### src/rtl/cslr_pkg.sv
package cslr_pkg;

    localparam int LINE_MAX       = 4096;
    localparam int SAMPLE_BITS    = 18;
    localparam int COEF_FRAC_BITS = 16;
    localparam int PH_BITS        = 16;

    localparam int POS_W     = 12;
    localparam int COEF_W    = 20;
    localparam int LEN_W     = 13;
    localparam int REG_IDX_W = 2;
    localparam int STORE_W   = 3 * SAMPLE_BITS;

    // four banks interleaved on the low index bits: taps k-1..k+2 hit each bank once
    localparam int BANKS      = 4;
    localparam int BANK_W     = 2;
    localparam int BANK_DEPTH = LINE_MAX / BANKS;
    localparam int BANK_AW    = $clog2(BANK_DEPTH);

    // source position arithmetic
    localparam int DXY_W  = LEN_W + 2;
    localparam int PROD_W = COEF_W + DXY_W;
    localparam int M2_W   = PROD_W + 2;
    localparam int K_W    = M2_W - COEF_FRAC_BITS - 1;

    // cubic datapath
    localparam int CW   = SAMPLE_BITS + 4;
    localparam int PHS_W = PH_BITS + 1;
    localparam int P3_W = PHS_W + CW;
    localparam int S2_W = CW + PH_BITS + 2;
    localparam int P4_W = PHS_W + S2_W;
    localparam int S1_W = P4_W - PH_BITS + 1;
    localparam int P5_W = PHS_W + S1_W;
    localparam int S0_W = P5_W - PH_BITS;
    localparam int R_W  = S0_W + 1;
    localparam int RQ_W = R_W - PH_BITS - 1;

    localparam int QDEPTH = 4;
    localparam int QPTR_W = 2;
    localparam int QCNT_W = 3;

    localparam logic REQ_WRITE   = 1'b0;
    localparam logic REQ_COMPUTE = 1'b1;

    typedef enum logic [REG_IDX_W-1:0] {
        REG_SCALE,
        REG_SHEAR,
        REG_LENGTH,
        REG_COUNT
    } t_reg_idx;

    typedef struct packed {
        logic signed [COEF_W-1:0] a0;
        logic signed [COEF_W-1:0] a1;
        logic        [LEN_W-1:0]  len;
        logic        [LEN_W-1:0]  cnt;
    } t_cfg;

    typedef struct packed {
        logic                    is_wr;
        logic [POS_W-1:0]        pos;
        logic signed [K_W-1:0]   k;
        logic [PH_BITS-1:0]      ph;
        logic [STORE_W-1:0]      samples;
    } t_item;

endpackage

### src/rtl/cslr_queue.sv
module cslr_queue (
    input  logic                          i_clk,
    input  logic                          i_rst_n,
    input  logic                          i_push,
    input  cslr_pkg::t_item               i_item,
    input  logic                          i_pop,
    output cslr_pkg::t_item               o_head,
    output logic                          o_nonempty,
    output logic [cslr_pkg::QCNT_W-1:0]   o_count
);

    localparam int QPTR_W = cslr_pkg::QPTR_W;
    localparam int QCNT_W = cslr_pkg::QCNT_W;

    cslr_pkg::t_item       r_mem [cslr_pkg::QDEPTH];
    logic [QPTR_W-1:0]     r_wptr, r_rptr;
    logic [QCNT_W-1:0]     r_count;
    logic                  pop_ok;

    assign pop_ok = i_pop && (r_count != '0);

    always_ff @(posedge i_clk) begin
        if (!i_rst_n) begin
            r_wptr  <= '0;
            r_rptr  <= '0;
            r_count <= '0;
        end else begin
            if (i_push) begin
                r_wptr <= r_wptr + QPTR_W'(1);
            end
            if (pop_ok) begin
                r_rptr <= r_rptr + QPTR_W'(1);
            end
            r_count <= r_count + QCNT_W'(i_push) - QCNT_W'(pop_ok);
        end
    end

    always_ff @(posedge i_clk) begin
        if (i_push) begin
            r_mem[r_wptr] <= i_item;
        end
    end

    assign o_head     = r_mem[r_rptr];
    assign o_nonempty = (r_count != '0);
    assign o_count    = r_count;

endmodule

### config.mk
export PLATFORM = sky130hd
export DESIGN_NAME = cslr_queue
export DESIGN_NICKNAME = d
export VERILOG_FILES = /design/src/rtl/cslr_pkg.sv /design/src/rtl/cslr_queue.sv
export SDC_FILE = /design/constraint.sdc
export NUM_CORES = 1
export LEC_CHECK = 0
export BUFFER_PORTS_ARGS = -buffer_cell sky130_fd_sc_hd__buf_2
export CAP_MARGIN = 0
export CORE_UTILIZATION = 35
export CTS_CLUSTER_SIZE = 28
export DETAILED_ROUTE_END_ITERATION = 6
export GPL_ROUTABILITY_DRIVEN = 0
export PLACE_DENSITY = 0.61
export SYNTH_ARGS = -nofsm -noshare
export SYNTH_HDL_FRONTEND = slang
export SYNTH_SLANG_ARGS = --single-unit
### constraint.sdc
create_clock -name i_clk -period 4.9 [get_ports i_clk]
set_clock_uncertainty 0.2 [all_clocks]
set_input_delay 0.245 -clock i_clk [delete_from_list [all_inputs] [get_ports i_clk]]
set_output_delay 0.245 -clock i_clk [all_outputs]
set_load 0.01 [all_outputs]
==> metrics <==
status finished, final reports clean; CTS Buf Count 44; Tcrit/Tclk final 63.2%; Vias around 7200; Static Leak around 6.5 nW; required time of the worst setup path 4450 ps; Skew-Pair Late Insertion Delay 550 ps; clock root cell clkbuf_16; 1st-iter DRT viols 404; Combinational Power Share about 18%; worst-path cell chain buf_12 -> mux4_2 -> buf_2; crit-path max cell delay 610 ps; largest net degree at the start of global routing 86; H-tree depth 2; commonest non-fill, non-tap cell in the layout edfxtp_1; WS Path Type reg2out; CP arrival 2650 ps; critical path fanouts, max 85; FILL cells 3659; pwr/cell area 451 mW/mm²; Die Ht between 200 and 250 µm; Boundary Pins between 200 and 250; GRT Total Usage 13.5%; WL final 29.8 mm; max_slew headroom 43.8%; maximum vdd drop 0.000336 V; endpoints failing hold 0; max frequency between 300 and 400 MHz; starting density of the core a little over a third; Clock Pin Slew Worst Setup and Hold Paths ~60 ps; clock sink count 421; grt total ovfl 0; DP Cell Count 1363; Critical Path End Type output pin; layout cells sized above 1 40.1%; setup violators final 0; Clock power frac 33.9%; CP bufs+invs 2; P&R area growth vs syn 26.2%; Post-DP HPWL ~16 mm; Final WS setup 1810 ps; vias per cell 4.62; Yosys cell types 21; Post-CTS Resized 0; Antenna Nets Post-Route 0; Synth Register Bits 421; Die Wd 212 µm; drt drc 0; post-layout net count 1045; syn_nets 696; row cnt 76; Pint 6.62 mW; TritonRoute pass-1 iters 4; first-pass GRT wire length 45.0 mm; sequential share of the synthesized area approximately four fifths; CTS max path bufs 3; Slew @ Worst Pin 843 ps; port bufs 213; most frequent cells in the layout edfxtp_1 (412), buf_2 (213), dlygate4sd3_1 (107), mux4_2 (103), clkbuf_16 (45); initial antenna violation count 3; Net Switching 2.16 mW; CP max-delay cell dfxtp_4; Core ar. around 0.043 mm²; Net Sw Frac 24.6%; drt wl/cell 19.2 µm; pins over their slew limit 0; Mean Syn Cell Area 26.5 µm²; final cell count without fillers 1547; Worst path top cell family by delay buffers and inverters; Sequential Power Share between 40 and 50%; Design Area, Final 0.0194 mm²; Die ar. 0.0449 mm²; vias in the first global route about 7800; Cell Area, Synth between 0.015 and 0.02 mm²; total negative setup slack 0 ps; unrepaired setup endpoints after global routing no; Hold Path Class in2reg; CP Launch Type register; pre-CTS setup slack 2310 ps; placement-stage cell area 0.0171 mm²; TritonCTS clock tree built; final core utilization 44.9%; Ys Warns 0; Post-Synthesis Cells between 500 and 600; minimum clock period just over 3000 ps; Max-cap violations 0
==> worst paths after layout <==
path	startpoint	end	slack, ps	cells past startpoint
max	register	o_head[67]	1810	3
min	i_item[100]	r_mem[2][100]	240	2
max reg2reg	o_count[1]	o_count[0]	2550	6
min reg2reg	r_rptr[1]	register	270	2
==> synthesized netlist by cell type <==
cell	n	area (µm²)
nand2b_1	2	12.5
dfxtp_1	9	180
fa_1	1	20.0
nor2b_1	1	6.26
buf_1	3	11.3
inv_1	6	22.5
o311ai_0	1	8.76
o31a_1	1	8.76
buf_12	8	160
or3_1	1	6.26
nand2_1	2	7.51
xor2_1	1	8.76
xnor3_1	1	22.5
mux2i_1	4	40.0
ha_1	6	75.1
mux4_2	103	2320
buf_6	1	11.3
buf_4	3	22.5
buf_2	8	40.0
and2_1	8	50.1
edfxtp_1	412	12400
==> layout make-up <==
cell class | count | area [µm²] | area share [%]
Sequential cell | 421 | 12600 | 64.6
Tap cell | 585 | 732 | 3.76
Antenna cell | 2 | 5.00 | 0.0257
Clock buffer | 51 | 1150 | 5.91
Timing Repair Buffer | 326 | 2260 | 11.6
Multi-Input combinational cell | 132 | 2600 | 13.4
Clock inverter | 24 | 125 | 0.643
Inverter | 6 | 22.5 | 0.116
==> timing repair <==
action | in CTS | in global routing
hold buffers | 107 | 0
hold endpoints to repair | 421 | 0
setup buffers | 0 | 0
endpoints found under the setup margin | 0 | 0
==> sequential cells by signal, indices dropped and copies added (netlist names), named ones only <==
name     count
r_mem      412
r_rptr       2
o_count      3
r_wptr       2
==> power groups by stage <==
stage	clock network, mW	registers (mW)	logic [mW]
global route	3.21	4.28	1.68
detailed placement	0	4.34	1.50
CTS	3.10	4.27	1.59
finish	2.98	4.26	1.54
floorplan	0	4.28	1.10
global placement	0	4.33	1.50
==> worst register-to-register path, cell delays in order (launching register included) <==
cell           delay (ps)
dfxtp_1               360
o31a_1                390
ha_1                  310
inv_1                  40
ha_1                  250
and2_1                130
dlygate4sd3_1         550
==> per-stage QoR <==
stage                     power (mW)  hold WS, ps
after floorplan                 5.37          144
after global placement          5.83          252
after detailed placement        5.85          263
after CTS                       8.95          188
after global routing            9.18          215
final                           8.78          241
==> logic make-up (layout without fill, tap and decap cells) <==
family / after synthesis / count (layout) / synth area share (%)
AOI/OAI and AO/OA: 2 / 2 / 0.114
muxes: 107 / 107 / 15.3
adders and majority gates: 7 / 7 / 0.617
other: 0 / 2 / 0
xor gates and xnor gates: 2 / 2 / 0.203
buffers and inverters: 29 / 407 / 1.74
DFF: 421 / 421 / 81.5
and+or+nand+nor: 14 / 14 / 0.536
==> layer usage <==
metal	GRT usage (%)	routed length, µm	up-vias
met4	4.42	727	2
met5	0	17	-
li1	-	-	3209
met1	16.9	12600	3697
met3	4.63	2050	53
met2	21.9	14400	190
(Power assumes the default switching activity.)
