$ cat config.mk
export PLATFORM = sky130hd
export DESIGN_NAME = cslr_front
export DESIGN_NICKNAME = d
export VERILOG_FILES = /design/src/rtl/cslr_pkg.sv /design/src/rtl/cslr_front.sv
export SDC_FILE = /design/constraint.sdc
export NUM_CORES = 2
export LEC_CHECK = 0
export BUFFER_PORTS_ARGS = -buffer_cell sky130_fd_sc_hd__buf_2
export CORE_MARGIN = 3
export CORE_UTILIZATION = 55
export CTS_BUF_LIST = sky130_fd_sc_hd__clkbuf_4
export CTS_CLUSTER_DIAMETER = 150
export DETAILED_ROUTE_END_ITERATION = 7
export GPL_TIMING_DRIVEN = 0
export PLACE_DENSITY = 0.74
export SYNTH_ARGS = -nofsm -noshare
export SYNTH_HDL_FRONTEND = slang
export SYNTH_SLANG_ARGS = --single-unit
$ cat constraint.sdc
create_clock -name i_clk -period 12.76 [get_ports i_clk]
set_input_delay 1.914 -clock i_clk [delete_from_list [all_inputs] [get_ports i_clk]]
set_output_delay 1.914 -clock i_clk [all_outputs]
set_load 0.05 [all_outputs]
$ cat src/rtl/cslr_pkg.sv
package cslr_pkg;

    localparam int LINE_MAX       = 4096;
    localparam int SAMPLE_BITS    = 18;
    localparam int COEF_FRAC_BITS = 16;
    localparam int PH_BITS        = 16;

    localparam int POS_W     = 12;
    localparam int COEF_W    = 20;
    localparam int LEN_W     = 13;
    localparam int REG_IDX_W = 2;
    localparam int STORE_W   = 3 * SAMPLE_BITS;

    // four banks interleaved on the low index bits: taps k-1..k+2 hit each bank once
    localparam int BANKS      = 4;
    localparam int BANK_W     = 2;
    localparam int BANK_DEPTH = LINE_MAX / BANKS;
    localparam int BANK_AW    = $clog2(BANK_DEPTH);

    // source position arithmetic
    localparam int DXY_W  = LEN_W + 2;
    localparam int PROD_W = COEF_W + DXY_W;
    localparam int M2_W   = PROD_W + 2;
    localparam int K_W    = M2_W - COEF_FRAC_BITS - 1;

    // cubic datapath
    localparam int CW   = SAMPLE_BITS + 4;
    localparam int PHS_W = PH_BITS + 1;
    localparam int P3_W = PHS_W + CW;
    localparam int S2_W = CW + PH_BITS + 2;
    localparam int P4_W = PHS_W + S2_W;
    localparam int S1_W = P4_W - PH_BITS + 1;
    localparam int P5_W = PHS_W + S1_W;
    localparam int S0_W = P5_W - PH_BITS;
    localparam int R_W  = S0_W + 1;
    localparam int RQ_W = R_W - PH_BITS - 1;

    localparam int QDEPTH = 4;
    localparam int QPTR_W = 2;
    localparam int QCNT_W = 3;

    localparam logic REQ_WRITE   = 1'b0;
    localparam logic REQ_COMPUTE = 1'b1;

    typedef enum logic [REG_IDX_W-1:0] {
        REG_SCALE,
        REG_SHEAR,
        REG_LENGTH,
        REG_COUNT
    } t_reg_idx;

    typedef struct packed {
        logic signed [COEF_W-1:0] a0;
        logic signed [COEF_W-1:0] a1;
        logic        [LEN_W-1:0]  len;
        logic        [LEN_W-1:0]  cnt;
    } t_cfg;

    typedef struct packed {
        logic                    is_wr;
        logic [POS_W-1:0]        pos;
        logic signed [K_W-1:0]   k;
        logic [PH_BITS-1:0]      ph;
        logic [STORE_W-1:0]      samples;
    } t_item;

endpackage

$ cat src/rtl/cslr_front.sv
module cslr_front (
    input  logic                          i_clk,
    input  logic                          i_rst_n,
    input  logic                          i_accept,
    input  logic                          i_req_type,
    input  logic [cslr_pkg::POS_W-1:0]    i_position,
    input  logic [cslr_pkg::POS_W-1:0]    i_row_index,
    input  logic [cslr_pkg::STORE_W-1:0]  i_samples,
    input  cslr_pkg::t_cfg                i_cfg,
    output logic                          o_push,
    output cslr_pkg::t_item               o_item,
    output logic [1:0]                    o_inflight
);

    localparam int DXY_W = cslr_pkg::DXY_W;
    localparam int PROD_W = cslr_pkg::PROD_W;
    localparam int M2_W = cslr_pkg::M2_W;
    localparam int LEN_W = cslr_pkg::LEN_W;
    localparam int POS_W = cslr_pkg::POS_W;

    logic                         r_v1, r_v2;
    logic                         r_wr1, r_wr2;
    logic [POS_W-1:0]             r_pos1, r_pos2;
    logic [cslr_pkg::STORE_W-1:0] r_smp1, r_smp2;
    logic signed [DXY_W-1:0]      r_dx, r_dy;
    logic [LEN_W-1:0]             r_lm1, r_lm2;
    logic signed [PROD_W-1:0]     r_pa, r_pb;

    logic signed [DXY_W-1:0]  n_dx, n_dy;
    logic signed [PROD_W-1:0] n_pa, n_pb;
    logic signed [M2_W-1:0]   m2;

    // centred, doubled coordinates: 2i-L+1 and 2j-H+1
    assign n_dx = $signed({{(DXY_W-POS_W-1){1'b0}}, i_position, 1'b0})
                - $signed({{(DXY_W-LEN_W){1'b0}}, i_cfg.len}) + $signed(DXY_W'(1));
    assign n_dy = $signed({{(DXY_W-POS_W-1){1'b0}}, i_row_index, 1'b0})
                - $signed({{(DXY_W-LEN_W){1'b0}}, i_cfg.cnt}) + $signed(DXY_W'(1));
    assign n_pa = i_cfg.a0 * r_dx;
    assign n_pb = i_cfg.a1 * r_dy;

    always_ff @(posedge i_clk) begin
        if (!i_rst_n) begin
            r_v1 <= 1'b0;
            r_v2 <= 1'b0;
        end else begin
            r_v1 <= i_accept;
            r_v2 <= r_v1;
        end
    end

    always_ff @(posedge i_clk) begin
        r_wr1  <= (i_req_type == cslr_pkg::REQ_WRITE);
        r_pos1 <= i_position;
        r_smp1 <= i_samples;
        r_dx   <= n_dx;
        r_dy   <= n_dy;
        r_lm1  <= i_cfg.len - LEN_W'(1);
        r_wr2  <= r_wr1;
        r_pos2 <= r_pos1;
        r_smp2 <= r_smp1;
        r_pa   <= n_pa;
        r_pb   <= n_pb;
        r_lm2  <= r_lm1;
    end

    assign m2 = M2_W'(r_pa) + M2_W'(r_pb)
              + $signed(M2_W'({r_lm2, {cslr_pkg::COEF_FRAC_BITS{1'b0}}}));

    assign o_push          = r_v2;
    assign o_item.is_wr    = r_wr2;
    assign o_item.pos      = r_pos2;
    assign o_item.k        = m2[M2_W-1 -: cslr_pkg::K_W];
    assign o_item.ph       = m2[cslr_pkg::COEF_FRAC_BITS -: cslr_pkg::PH_BITS];
    assign o_item.samples  = r_smp2;
    assign o_inflight      = {1'b0, r_v1} + {1'b0, r_v2};

endmodule

==> reports/qor.log <==
[setup_path] library cell appearing most often on the critical path sky130_fd_sc_hd__fa_1
[die] total number of placement rows 86
[min_path] hold_sp r_lm1[7]$_DFF_P_
[die] core box area 55400 um^2
[setup_path] reg-to-reg endpoint r_pb[34]$_DFF_P_
[cts] clock tree root driver cell sky130_fd_sc_hd__clkbuf_4
[synth] Post-Syn Area 31000 um^2
[placement] count of input and output buffers 253
[setup_path] Worst path depth 24
[synth] number of enable-type register cells in the synthesized netlist 0
[route] drt wl/cell 16.7 um
[synth] post-synthesis instance total 3249
[global_route] vias in the first global route 23604
[timing] min cycle time layout 7950 ps
[synth] count of state elements after synthesis 261
[final_layout] most common cell after layout, fill and taps aside sky130_fd_sc_hd__inv_1
[synth] sequential-to-total area share from yosys stat 16.8%
[synth] syn avg cell area 9.55 um^2
[synth] share of flip-flops with an asynchronous set or reset 0%
[final_layout] commonest cells after routing, fill and taps aside 703 x sky130_fd_sc_hd__inv_1, 590 x sky130_fd_sc_hd__fa_1, 353 x sky130_fd_sc_hd__nand2_1, 268 x sky130_fd_sc_hd__ha_1, 267 x sky130_fd_sc_hd__and2_1
[route] DRC 0
[final_layout] Final Util 61.6%
[die] die height 244 um
[synth] count of yosys warnings during synthesis 0
[setup_path] Critical path buffers and inverters 7
[global_route] pin count of the biggest net entering global routing 13
[setup_path] crit end category register
[setup_path] CP Class in -> reg
[setup_path] reg-to-reg critical path startpoint r_dy[14]$_DFF_P_
[global_route] Global Route Usage Sum 25.7%
[route] Vias 22689
[flow_run] Max Cap Violations 0
[synth] Post-synth top flop sky130_fd_sc_hd__dfxtp_1
[setup_path] crit path DAT 8630 ps
[final_layout] area delta synth->final 9.98%
[cts] number of buffers added for setup after CTS 0
[route] Initial DRC Count 1283
[placement] Placer Congestion 0.971
[die] number of top-level design ports 254
[setup_path] critical-path cell list buf_2, clkbuf_1, nand2_1, fa_1, fa_1, inv_1, fa_1, inv_1, fa_1, inv_1, fa_1, inv_1, fa_1, inv_1, ha_1, and3_1, or4b_1, o2111ai_1, a31oi_1, o21ai_1, a21oi_1, o21a_1, nor2_1, xnor2_1
[final_layout] nets@finish 4581
[min_path] Cells on Worst Hold Path 0
[global_route] initial antenna violation count 12
[route] DRT antenna net count 0
[timing] final-layout setup total negative slack 0 ps
[synth] Syn Nets 4255
[timing] f_max 126 MHz
[setup_path] Worst R2R Setup Slack 5600 ps
[cts] maximum number of buffers from clock root to sink 3
[setup_path] element type at the critical path start input port
[timing] final hold viol count 0
[setup_path] critical-path maximum fanout 10
[cts] depth of the CTS H-tree 3
[cts] clock tree from TritonCTS yes
[global_route] grt total ovfl 0
[final_layout] count of filler cells inserted in the layout 4765
[route] drt first pass iters 5
[timing] number of endpoints failing setup at the final stage 0
[route] total detailed-routing wirelength 73300 um
[final_layout] fraction of final layout cells with drive strength greater than 1 10.8%
[cts] number of buffers inserted during clock tree synthesis 71
[placement] placed cell areas 33200 um^2
[setup_path] CP required 13430 ps
[timing] Rel. slew slack 17.5%
[die] area of the die 59300 um^2
[setup_path] R2R depth 20
[synth] synth unique cells 74
[min_path] WHS Endpoint r_lm2[7]$_DFF_P_
[die] width of the chip 244 um
[final_layout] total non-filler cell area in the finished layout 34100 um^2
[min_path] Tightest Hold Check Type reg -> reg
[timing] Worst Skew 32.1 ps
[setup_path] worst stage delay on the critical path 550 ps
[timing] max-slew violation count 0
[setup_path] CP max-delay cell sky130_fd_sc_hd__fa_1
[cts] latest clock arrival within the worst-skew pair 770 ps
[global_route] wire length of the first global-routing pass 120000 um
[timing] crit share post-route 62.3%
[route] vias per cell 5.18
[die] starting utilization of the core area 56.0%
[setup_path] cell family contributing the most delay on the critical path adder cells
[cts] clock-pin slew on the worst setup and hold paths 60 ps
[cts] total of hold buffers inserted after clock tree synthesis 0
[cts] number of sinks on the clock net 261
[placement] HPWL after detailed placement 61400 um
[run_status] run status finished, final reports clean
[timing] Worst-Margin Slew 1220 ps
[cts] total of cells resized after clock tree synthesis 0
[timing] RSZ-0062 raised after global routing no
[synth_stat cells, types with 8 or more instances]
| master | count | area (um^2) |
|---|---|---|
| sky130_fd_sc_hd__inv_1 | 703 | 2640 |
| sky130_fd_sc_hd__fa_1 | 590 | 11800 |
| sky130_fd_sc_hd__nand2_1 | 353 | 1330 |
| sky130_fd_sc_hd__ha_1 | 268 | 3350 |
| sky130_fd_sc_hd__and2_1 | 267 | 1670 |
| sky130_fd_sc_hd__dfxtp_1 | 261 | 5230 |
| sky130_fd_sc_hd__xnor2_1 | 110 | 963 |
| sky130_fd_sc_hd__nor2_1 | 105 | 394 |
| sky130_fd_sc_hd__clkbuf_1 | 102 | 383 |
| sky130_fd_sc_hd__a21oi_1 | 91 | 455 |
| sky130_fd_sc_hd__o21ai_0 | 52 | 260 |
| sky130_fd_sc_hd__xor2_1 | 41 | 359 |
| sky130_fd_sc_hd__nor3_1 | 28 | 140 |
| sky130_fd_sc_hd__nand3_1 | 27 | 135 |
| sky130_fd_sc_hd__a211oi_1 | 23 | 173 |
| sky130_fd_sc_hd__a21o_1 | 22 | 165 |
| sky130_fd_sc_hd__nand2b_1 | 21 | 131 |
| sky130_fd_sc_hd__o21a_1 | 18 | 135 |
| sky130_fd_sc_hd__nor2b_1 | 14 | 87.6 |
| sky130_fd_sc_hd__o21bai_1 | 13 | 97.6 |
| sky130_fd_sc_hd__and3_1 | 8 | 50.1 |
| sky130_fd_sc_hd__nand4_1 | 8 | 50.1 |
| sky130_fd_sc_hd__nor4_1 | 8 | 50.1 |
| sky130_fd_sc_hd__o31ai_1 | 8 | 60.1 |
[logic make-up (layout without fill, tap and decap cells)]
kind of cell | count (synthesis) | in the layout | synth area share, %
flip-flops | 261 | 261 | 16.8
buffers and inverters | 809 | 1186 | 9.80
other | 0 | 6 | 0
adder cells (fa/ha/maj) | 858 | 858 | 48.9
AND/OR/NAND/NOR | 875 | 875 | 13.9
XOR/XNOR | 151 | 151 | 4.26
AO/OA/AOI/OAI | 295 | 295 | 6.31
[sequential cells by signal, indices dropped and copies added (netlist names), 13 cells and up]
signal / count
r_pa: 35
r_dx: 14
r_lm1: 13
r_dy: 15
r_lm2: 13
r_smp2: 54
r_smp1: 54
r_pb: 35
[layer usage]
layer / part of all wire, % / GRT usage, % / routed length [um]
met4: 4.0 / 10.1 / 2900
met5: 0.089 / 0 / 65
met2: 46 / 40.9 / 33900
met3: 9.0 / 6.11 / 6590
met1: 41 / 34.3 / 29900
[through the flow]
stage	instances	hold slack, ps	worst slack [ps]
finish	4380	313	4810
global route	4380	322	4600
CTS	4374	300	4900
detailed placement	4250	312	4090
global placement	4250	310	4140
floorplan	3249	310	5170
[how the worst max path moves through the flow]
stage,start,endpoint,slack (ps)
3_5_place_dp,i_cfg[56],r_pa[34]$_DFF_P_,4090
2_1_floorplan,i_cfg[56],r_pa[34]$_DFF_P_,5170
3_3_place_gp,i_cfg[54],r_pa[34]$_DFF_P_,4140
6_report,i_cfg[56],r_pa[34]$_DFF_P_,4810
4_1_cts,i_cfg[56],r_pa[34]$_DFF_P_,4900
5_1_grt,i_cfg[55],r_pa[34]$_DFF_P_,4600
[area by class of cell]
class,instances,area [um^2],area share [%]
multi-input combinational,2179,22800,66.7
sequential,261,5230,15.3
inverter,705,2650,7.75
timing repair buffer,253,1270,3.71
tap,748,936,2.74
clock buffer,95,713,2.09
buffer,104,395,1.16
clock inverter,29,166,0.488
antenna,6,15.0,0.0440
Power is left out: the tool's default activity adds up to more than one toggle a clock period on the data nets, which glitch-free logic cannot reach.
